### src/rtl/ile_pkg.sv
// ile_pkg: shared constants, request codes and result flag type of the indexed list engine.
// No dependencies; imported by ile_ctrl and indexed_list_engine_top.
`timescale 1ns / 1ps

package ile_pkg;

  // Default sizing of the element store
  localparam int ILE_CAPACITY  = 256;
  localparam int ILE_DATA_BITS = 32;

  // Request codes carried in the input tuser
  localparam logic [2:0] FN_ADD_HEAD  = 3'd0;
  localparam logic [2:0] FN_ADD_TAIL  = 3'd1;
  localparam logic [2:0] FN_TAKE_HEAD = 3'd2;
  localparam logic [2:0] FN_TAKE_TAIL = 3'd3;
  localparam logic [2:0] FN_READ_AT   = 3'd4;
  localparam logic [2:0] FN_INSERT_AT = 3'd5;
  localparam logic [2:0] FN_REMOVE_AT = 3'd6;

  // Status flags of one result item
  typedef struct packed {
    logic full;
    logic done;
  } res_flag_t;

endpackage

### src/rtl/ile_ctrl.sv
// ile_ctrl: request decoder and shift sequencer; moves elements one per cycle through the store.
// Depends on ile_pkg; drives the ports of ile_store.
`timescale 1ns / 1ps

module ile_ctrl
  import ile_pkg::*;
#(
  parameter int CAPACITY  = ILE_CAPACITY,
  parameter int DATA_BITS = ILE_DATA_BITS,
  localparam int CW = $clog2(CAPACITY + 1),
  localparam int AW = $clog2(CAPACITY)
) (
  input  logic                 clk,
  input  logic                 rst_n,
  // request side
  input  logic                 in_valid,
  output logic                 in_ready,
  input  logic [2:0]           in_func,
  input  logic [CW-1:0]        in_pos,
  input  logic [DATA_BITS-1:0] in_val,
  // store side
  output logic                 mem_wr_en,
  output logic [AW-1:0]        mem_wr_addr,
  output logic [DATA_BITS-1:0] mem_wr_data,
  output logic                 mem_rd_en,
  output logic [AW-1:0]        mem_rd_addr,
  input  logic [DATA_BITS-1:0] mem_rd_data,
  // result side
  output logic                 res_valid,
  input  logic                 res_ready,
  output logic [DATA_BITS-1:0] res_data,
  output res_flag_t            res_flags,
  output logic [CW-1:0]        res_len
);

  typedef enum logic [4:0] {
    ST_IDLE = 5'b00001,
    ST_SCAN = 5'b00010,
    ST_TAIL = 5'b00100,
    ST_PUT  = 5'b01000,
    ST_RESP = 5'b10000
  } state_t;

  localparam logic [CW-1:0] CAP_CNT = CW'(CAPACITY);
  localparam logic [CW-1:0] ONE_CNT = CW'(1);
  localparam logic [AW-1:0] ONE_ADR = AW'(1);

  state_t               state_r, state_nxt;
  logic [CW-1:0]        cnt_r, cnt_nxt;
  logic [AW-1:0]        ptr_r, ptr_nxt;
  logic [AW-1:0]        end_r, end_nxt;
  logic [AW-1:0]        start_r, start_nxt;
  logic                 open_r, open_nxt;
  logic                 want_r, want_nxt;
  logic                 pend_r, pend_nxt;
  logic [AW-1:0]        pend_addr_r, pend_addr_nxt;
  logic [DATA_BITS-1:0] val_r, val_nxt;
  logic [DATA_BITS-1:0] res_data_r, res_data_nxt;
  logic                 res_done_r, res_done_nxt;
  logic                 res_full_r, res_full_nxt;
  logic [CW-1:0]        res_len_r, res_len_nxt;

  logic                 accept;
  logic [CW-1:0]        ins_at;
  logic [AW-1:0]        last_adr;

  assign in_ready = (state_r == ST_IDLE);
  assign accept   = in_valid && in_ready;
  assign last_adr = AW'(cnt_r - ONE_CNT);

  // Pick the slot a push or insert lands in
  always_comb begin
    unique case (in_func)
      FN_ADD_HEAD: ins_at = '0;
      FN_ADD_TAIL: ins_at = cnt_r;
      default:     ins_at = in_pos;
    endcase
  end

  // Decode, scan, write back and hand over the result
  always_comb begin
    state_nxt     = state_r;
    cnt_nxt       = cnt_r;
    ptr_nxt       = ptr_r;
    end_nxt       = end_r;
    start_nxt     = start_r;
    open_nxt      = open_r;
    want_nxt      = want_r;
    pend_nxt      = 1'b0;
    pend_addr_nxt = pend_addr_r;
    val_nxt       = val_r;
    res_data_nxt  = res_data_r;
    res_done_nxt  = res_done_r;
    res_full_nxt  = res_full_r;
    res_len_nxt   = res_len_r;
    mem_wr_en     = 1'b0;
    mem_wr_addr   = start_r;
    mem_wr_data   = val_r;
    mem_rd_en     = 1'b0;
    mem_rd_addr   = ptr_r;
    res_valid     = 1'b0;

    // Retire the read issued last cycle: move it one place, capture it or drop it
    if (pend_r && (state_r == ST_SCAN || state_r == ST_TAIL)) begin
      if (open_r) begin
        mem_wr_en   = 1'b1;
        mem_wr_addr = pend_addr_r + ONE_ADR;
        mem_wr_data = mem_rd_data;
      end else if (pend_addr_r == start_r) begin
        if (want_r) begin
          res_data_nxt = mem_rd_data;
        end
      end else begin
        mem_wr_en   = 1'b1;
        mem_wr_addr = pend_addr_r - ONE_ADR;
        mem_wr_data = mem_rd_data;
      end
    end

    unique case (state_r)
      ST_IDLE: begin
        if (accept) begin
          val_nxt      = in_val;
          res_data_nxt = '0;
          res_done_nxt = 1'b0;
          res_full_nxt = 1'b0;
          res_len_nxt  = cnt_r;
          state_nxt    = ST_RESP;
          unique case (in_func)
            FN_ADD_HEAD, FN_ADD_TAIL, FN_INSERT_AT: begin
              if (ins_at > cnt_r) begin
                res_done_nxt = 1'b0;
              end else if (cnt_r == CAP_CNT) begin
                res_full_nxt = 1'b1;
              end else begin
                cnt_nxt      = cnt_r + ONE_CNT;
                res_len_nxt  = cnt_r + ONE_CNT;
                res_done_nxt = 1'b1;
                start_nxt    = AW'(ins_at);
                open_nxt     = 1'b1;
                want_nxt     = 1'b0;
                if (ins_at == cnt_r) begin
                  state_nxt = ST_PUT;
                end else begin
                  ptr_nxt   = last_adr;
                  end_nxt   = AW'(ins_at);
                  state_nxt = ST_SCAN;
                end
              end
            end
            FN_TAKE_HEAD, FN_TAKE_TAIL: begin
              if (cnt_r != '0) begin
                cnt_nxt      = cnt_r - ONE_CNT;
                res_len_nxt  = cnt_r - ONE_CNT;
                res_done_nxt = 1'b1;
                open_nxt     = 1'b0;
                want_nxt     = 1'b1;
                start_nxt    = (in_func == FN_TAKE_HEAD) ? '0 : last_adr;
                ptr_nxt      = (in_func == FN_TAKE_HEAD) ? '0 : last_adr;
                end_nxt      = last_adr;
                state_nxt    = ST_SCAN;
              end
            end
            FN_READ_AT, FN_REMOVE_AT: begin
              if (in_pos < cnt_r) begin
                res_done_nxt = 1'b1;
                open_nxt     = 1'b0;
                start_nxt    = AW'(in_pos);
                ptr_nxt      = AW'(in_pos);
                state_nxt    = ST_SCAN;
                if (in_func == FN_READ_AT) begin
                  want_nxt = 1'b1;
                  end_nxt  = AW'(in_pos);
                end else begin
                  want_nxt    = 1'b0;
                  end_nxt     = last_adr;
                  cnt_nxt     = cnt_r - ONE_CNT;
                  res_len_nxt = cnt_r - ONE_CNT;
                end
              end
            end
            default: begin
              res_done_nxt = 1'b0;
            end
          endcase
        end
      end
      ST_SCAN: begin
        mem_rd_en     = 1'b1;
        mem_rd_addr   = ptr_r;
        pend_nxt      = 1'b1;
        pend_addr_nxt = ptr_r;
        if (ptr_r == end_r) begin
          state_nxt = ST_TAIL;
        end else begin
          ptr_nxt = open_r ? (ptr_r - ONE_ADR) : (ptr_r + ONE_ADR);
        end
      end
      ST_TAIL: begin
        state_nxt = open_r ? ST_PUT : ST_RESP;
      end
      ST_PUT: begin
        mem_wr_en   = 1'b1;
        mem_wr_addr = start_r;
        mem_wr_data = val_r;
        state_nxt   = ST_RESP;
      end
      ST_RESP: begin
        res_valid = 1'b1;
        if (res_ready) begin
          state_nxt = ST_IDLE;
        end
      end
      default: begin
        state_nxt = ST_IDLE;
      end
    endcase
  end

  // Control state
  always_ff @(posedge clk) begin
    if (!rst_n) begin
      state_r <= ST_IDLE;
      cnt_r   <= '0;
      pend_r  <= 1'b0;
    end else begin
      state_r <= state_nxt;
      cnt_r   <= cnt_nxt;
      pend_r  <= pend_nxt;
    end
  end

  // Working and result registers
  always_ff @(posedge clk) begin
    ptr_r       <= ptr_nxt;
    end_r       <= end_nxt;
    start_r     <= start_nxt;
    open_r      <= open_nxt;
    want_r      <= want_nxt;
    pend_addr_r <= pend_addr_nxt;
    val_r       <= val_nxt;
    res_data_r  <= res_data_nxt;
    res_done_r  <= res_done_nxt;
    res_full_r  <= res_full_nxt;
    res_len_r   <= res_len_nxt;
  end

  assign res_data       = res_data_r;
  assign res_flags.done = res_done_r;
  assign res_flags.full = res_full_r;
  assign res_len        = res_len_r;

  // The last read of a scan is always retired in the tail cycle
  a_tail_pending: assert property (@(posedge clk) disable iff (!rst_n)
    (state_r == ST_TAIL) |-> pend_r)
    else $error("tail cycle without a pending read");

  // A shift never reads the entry it writes in the same cycle
  a_no_overlap: assert property (@(posedge clk) disable iff (!rst_n)
    (mem_wr_en && mem_rd_en) |-> (mem_wr_addr != mem_rd_addr))
    else $error("store read and write hit the same entry");

  // Element count stays within the store
  a_cnt_bound: assert property (@(posedge clk) disable iff (!rst_n)
    cnt_r <= CAP_CNT)
    else $error("element count beyond capacity");

  // Count moves only when an item is taken
  a_cnt_hold: assert property (@(posedge clk) disable iff (!rst_n)
    (!accept) |=> $stable(cnt_r))
    else $error("element count changed without an item");

  // Full refusal and success never come together
  a_flag_excl: assert property (@(posedge clk) disable iff (!rst_n)
    res_valid |-> !(res_flags.done && res_flags.full))
    else $error("result both done and refused");

endmodule

### config.mk
export PLATFORM = sky130hd
export DESIGN_NAME = ile_ctrl
export DESIGN_NICKNAME = d
export VERILOG_FILES = /design/src/rtl/ile_pkg.sv /design/src/rtl/ile_ctrl.sv
export SDC_FILE = /design/constraint.sdc
export NUM_CORES = 1
export LEC_CHECK = 0
export BUFFER_PORTS_ARGS = -buffer_cell sky130_fd_sc_hd__clkbuf_2
export CORE_UTILIZATION = 47
export DETAILED_ROUTE_END_ITERATION = 7
export PLACE_DENSITY = 0.83
export SLEW_MARGIN = 0
export SYNTH_ARGS = -nofsm -noshare
export SYNTH_HDL_FRONTEND = slang
export SYNTH_SLANG_ARGS = --single-unit
### constraint.sdc
create_clock -name clk -period 8.6 [get_ports clk]
set_input_delay 1.29 -clock clk [delete_from_list [all_inputs] [get_ports clk]]
set_output_delay 1.29 -clock clk [all_outputs]
set_load 0.05 [all_outputs]
## After elaboration in Yosys (flattened, before gate mapping)

Index checks and enable logic that the tools add are counted.

- Register bits after elaboration: 124
- Bits in latches: 0
- Bits in writable memories: 0
- Bits in read-only memories: 0
- Input bits: 80
- Output and inout bits: 95
- Logic and storage cells: 145
- Memories kept: 0

- Add/sub/neg operators: 6
- Multiply operators: 0
- Div/mod/pow operators: 0
- Magnitude comparators: 2
- Eq/ne operators: 30
- Shift-type cells: 0
- Muxes and demuxes: 76
- Bitwise gates (word level): 1
- Reduce and logical (&&, ||, !) cells: 16

Operator list:

| kind | number |
|---|---|
| 32-bit 2-to-1 mux | 10 |
| 8-bit 2-to-1 mux | 21 |
| 8-bit case mux with 3 select lines | 3 |
| 9-bit 2-to-1 mux | 5 |
| 5-bit 2-to-1 mux | 8 |
| 9-bit case mux with 3 select lines | 1 |
| 5-bit case mux with 5 select lines | 1 |
| 1-bit 2-to-1 mux | 20 |
| 9-bit case mux with 2 select lines | 1 |
| 8-bit by 1-bit adder with 8-bit output, second input constant | 2 |
| 8-bit == test | 2 |
| 8-bit case mux with 2 select lines | 1 |
| 8-bit by 1-bit subtractor with 8-bit output, second input constant | 2 |
| 3-bit != test, second input constant | 5 |
| 5-bit case mux with 3 select lines | 1 |
| 2-bit != test, second input constant | 7 |
| 9-bit by 1-bit adder with 9-bit output, second input constant | 1 |
| 3-bit == test, second input constant | 3 |
| 9-bit == test | 1 |
| 9-bit == test, second input constant | 1 |
| 9-bit greater-than comparator | 1 |
| 9-bit less-than comparator | 1 |
| 1-bit case mux with 3 select lines | 3 |
| 9-bit AND reduction | 1 |
| 24 further kinds | 29 |

## Longest topological paths before layout

- Word-level depth: 9
- Mapped depth: 13
- Mapped depth without buffers: 12

## Worst setup path before layout

No wires, ideal clock.

- Path type: input -> register
- Start point: input in_func[1]
- End point: register open_r (enable)
- Library setup time: 0.343 ns
- Arrival time: 3.730 ns
- Data required time: 8.257 ns
- Slack: 4.527 ns
- Cell stages on the path: 11
- Path buffers: 1
- Cells stage by stage: clkbuf_1 -> nor2_1 -> nand3_1 -> nand2_1 -> ha_1 -> a211oi_1 -> o21bai_1 -> a211o_1 -> a21oi_2 -> a221o_1 -> and2_1

- Cells in the longest elaborated chain, start to end: 5
- Elaborated cells between the ends (all ways): 18
- Classes of those cells: 1 x order compare; 10 x eq/ne; 1 x mux; 6 x reduce/logical

Ends and longest elaborated chain:

| element | RTL line | RTL |
|---|---|---|
| start, declared | ile_ctrl.sv:18 | `input logic [2:0] in_func,` |
| 3-bit by 1-bit == test with 1-bit output / 3-bit zero test (equally long branches) | ile_ctrl.sv:73, ile_ctrl.sv:129 |  |
| 9-bit case mux with 2 select lines | ile_ctrl.sv:73 | `unique case (in_func)` |
| 9-bit greater-than comparator | ile_ctrl.sv:131 | `if (ins_at > cnt_r) begin` |
| 2-bit != test (no line) | -- |  |
| 7-bit AND reduction (no line) (*) | -- |  |
| end signal, assigned | ile_ctrl.sv:238 | `open_r <= open_nxt;` |
| end, declared | ile_ctrl.sv:53 | `logic open_r, open_nxt;` |

Mark *: on every way between the ends. The rest lies on a longest branch, timed or not.
A chain may end at the register's enable or synchronous reset.

## Final worst setup path

- Start point: register pend_addr_r[1]
- End point: output mem_wr_data[10]

- Cells in the longest elaborated chain, start to end: 5

Ends and longest elaborated chain:

| element | RTL line | RTL |
|---|---|---|
| start, declared | ile_ctrl.sv:56 | `logic [AW-1:0] pend_addr_r, pend_addr_nxt;` |
| start signal, assigned | ile_ctrl.sv:240 | `pend_addr_r <= pend_addr_nxt;` |
| 8-bit == test | ile_ctrl.sv:109 | `end else if (pend_addr_r == start_r) begin` |
| 32-bit 2-to-1 mux | ile_ctrl.sv:109 |  |
| 32-bit 2-to-1 mux | ile_ctrl.sv:105 | `if (open_r) begin` |
| 32-bit 2-to-1 mux | ile_ctrl.sv:104 | `if (pend_r && (state_r == ST_SCAN \|\| state_r == ST_TAIL)) begin` |
| 32-bit 2-to-1 mux | ile_ctrl.sv:120 | `unique case (state_r)` |
| end, declared | ile_ctrl.sv:24 | `output logic [DATA_BITS-1:0] mem_wr_data,` |

No other way between the ends.

==> impl_results.md <==
- Drt first pass iters: 8
- Arrival @ worst endpoint: 3.28 ns
- RSZ-0062 raised after global routing: false
- Buf/Inv on CP: 2
- Synth top area cells: edfxtp_1 (32%), dfxtp_1 (13%), nand2_1 (6.9%), a21oi_1 (5.0%), mux2_2 (4.9%)
- Top cells by count, synth: nand2_1 (133), edfxtp_1 (77), a21oi_1 (72)
- Buffers added on ports: 174
- Post-cts resize count: 0
- Sequential fraction of the synthesis area: 0.452
- Cell count after synthesis: 754
- First-pass GRT wire length: 30.6 mm
- Syn Area/Cell: 9.54 sq um
- Crit-path cells: xor2_1, nor4_2, nand4_2, o21ai_4, buf_4, mux2_2, clkbuf_2
- Largest family of logic cells by synthesized area: compound AO/OA/AOI/OAI gates
- Clock transition at path regs: 0.05 ns
- Post-Synthesis Cell Area: 0.00719 sq mm
- Pre-CTS setup slack: 3.83 ns
- Worst-Margin Slew: 0.844 ns
- Ys Warns: 0
- Core Region: 0.0148 sq mm
- Post-synthesis mux area share: 0.0546
- Fin crit share: 0.531
- Ports: 175
- Crit Path Category: register to primary output
- CP max stage delay: 0.53 ns
- Synth area leader: edfxtp_1
- Tightest Hold Check Type: register to register
- RR Startpoint: cnt_r[4]$_SDFFE_PN0P_
- Max VDD drop: 0.171 mV
- Max Cap Viol: 0
- Post-DP HPWL: 14.3 mm
- Violated checks: DRC
- Routed len/inst: 17.7 um
- Initial core utilization: 0.487
- R2R Setup Slk: 5.28 ns
- Vias per inst: 5.74
- Setup slack after layout: 4.03 ns
- Die Area: 0.0158 sq mm
- CTS tree: yes
- Synth Area in Compound Gates: 0.172
- Setup TNS: 0 ns
- Grt ovf: 0
- Crit. End Element: primary output
- Post-Layout Inst Area: 0.00868 sq mm
- Vias in the first global route: 5,902
- Fmax: 0.219 GHz
- Nets: 1,012
- Area grow syn2layout: 20.8%
- Routability cong.: 1.01
- Routed wire length: 19.4 mm
- Synth Area in XOR/XNOR: 0.0646
- Status: finished, violations left
- DP Area: 0.00808 sq mm
- Post-layout min period: 4.57 ns
- Ys async rst share: 0
- Number of remaining DRC errors: 15
- Antenna violations before repair: 0
- Clock Latency Late Sink: 0.42 ns
- Final setup violation count: 0
- Worst path top cell family by delay: buffers and inverters
- CTS root buffer: clkbuf_16
- CTS H-tree depth: 4
- Pwr dens: 325 mW/mm^2
- Storage element area: 0.00325 sq mm
- Area occupied by multi-input gates: 0.00361 sq mm
- Final Max Tran Viols: 0
- Hold-fix buffers, CTS: 0
- Ant. Diodes: 0
- Req. time, crit path: 7.31 ns
- Final Hold Fails: 0
- Hold_sp: res_data[24]$_DFF_P_
- Crit-path max FO: 22
- Largest net degree at the start of global routing: 75
- WHS Endpoint: res_data[24]$_DFF_P_
- EDFF count, synth: 77
- CP max-delay cell: o21ai_4
- WHS Path Cells: 2
- Die Y: 126 um
- Post-Synth Adder-Cell Area: 0.0498
- Std cell rows: 44
- Clock buffer depth: 2
- Top_reg_cell synth: edfxtp_1
- Fraction of layout cells with a size suffix above 1: 0.278
- GRT Resource Usage Total: 0.247
- Post-synth top area share: 0.322
- Synth cell types: 75
- Number of CTS-inserted buffers: 17
- Synth Net Count: 862
- Worst R2R Path Depth: 8
- Fin Clk Skew: 0.0142 ns
- DRT iter0 DRCs: 630
- Leakage: 3.56 nW
- Rel. slew slack: 0.437
- Most numerous cell in the Yosys netlist: nand2_1
- ANT nets after route: 0
- Fill cell count: 1,298
- Sink Count: 124
- Startpoint class of the critical path: register
- #FFs+latches synth: 124
- Detailed-route via count: 6,317
- Setup bufs post-CTS: 0
- Die width: 126 um
- Simple-Gate Fraction of Synth Area: 0.159
- Worst R2R End: mem_rd_addr[4]$_DFFE_PP_
where the power goes:
group | internal [W] | switching, W
Sequential | 0.000807 | 0.000116
Combinational | 0.000357 | 0.000828
Clock | 0.000452 | 0.000261
Total | 0.00162 | 0.00120
cells in the final DEF (no fill, tap or decap), types with 4 or more instances in the layout:
cell type  Yosys  layout
clkbuf_16      0      18
nor2b_1        4       4
nand3_1       24      24
dfxtp_1       47      47
o22ai_1       15      15
buf_4          8       4
clkbuf_2       0     174
nor3_1        10      10
o21ai_0       37      37
xor2_1        26      26
a32oi_1        4       4
a211oi_1       4       4
and2_1         5       5
mux2_2        31      31
a21oi_1       72      72
and3_1         8       8
a31oi_1        4       4
edfxtp_1      77      77
nand2b_1       5       5
ha_1          27      27
o211ai_1       6       6
nor2_1        43      43
inv_1         21      20
xnor2_1       27      27
nand4_1        7       7
nand2_1      133     133
a21o_1         5       5
through the flow:
step	total power, W	hold WS (ns)	utilization	std cells
2_1_floorplan	0.00183	0.493	-	754
3_3_place_gp	0.00208	0.441	0.548	1069
3_5_place_dp	0.00210	0.446	0.548	1069
4_1_cts	0.00282	0.453	0.589	1101
5_1_grt	0.00296	0.469	0.589	1101
6_report	0.00282	0.452	0.589	1101
layer usage:
layer	track usage	part of all wire
met4	0.110	0.025
met1	0.317	0.42
met2	0.411	0.49
met5	0	0
met3	0.0425	0.071
state kept, by name, summed over array words and instances, names as in the netlist:
| name | flops |
|---|---|
| open_r | 1 |
| cnt_r | 9 |
| pend_r | 1 |
| res_data | 32 |
| val_r | 32 |
| state_r | 5 |
| end_r | 8 |
| mem_rd_addr | 8 |
| start_r | 8 |
| want_r | 1 |
| res_len | 9 |
| pend_addr_r | 8 |
| res_done_r | 1 |
| res_full_r | 1 |
worst max-delay path by stage:
stage	startpoint	endpoint	slack (ns)	depth (start not counted)
4_1_cts	pend_addr_r[1]$_DFFE_PP_	mem_wr_data[4]	3.99	7
2_1_floorplan	in_func[1]	open_r$_DFFE_PP_	4.53	11
6_report	pend_addr_r[1]$_DFFE_PP_	mem_wr_data[10]	4.03	7
3_5_place_dp	in_func[1]	mem_rd_addr[1]$_DFFE_PP_	3.83	12
3_3_place_gp	in_func[1]	want_r$_DFFE_PP_	3.90	12
5_1_grt	pend_addr_r[1]$_DFFE_PP_	mem_wr_data[10]	3.83	7
kinds of logic after synthesis:
logic type / count (synthesis)
flops: 124
compound gates: 190
simple gates: 254
mux: 35
xor+xnor: 53
fa+ha+maj: 28
buf+inv: 70
final cells by class:
cell class | instances | share of cell area
Clock inverter | 12 | 0.0156
Multi-Input combinational cell | 560 | 0.416
Sequential cell | 124 | 0.375
Clock buffer | 20 | 0.0539
Inverter | 23 | 0.00994
Tap cell | 184 | 0.0265
Timing Repair Buffer | 178 | 0.104
tightest hold or removal path: stages, from the launching register on:
cell and delay [ns]:
dfxtp_1 0.30, nand2_1 0.05, a21oi_1 0.05
Power figures use the tool's default switching activity.
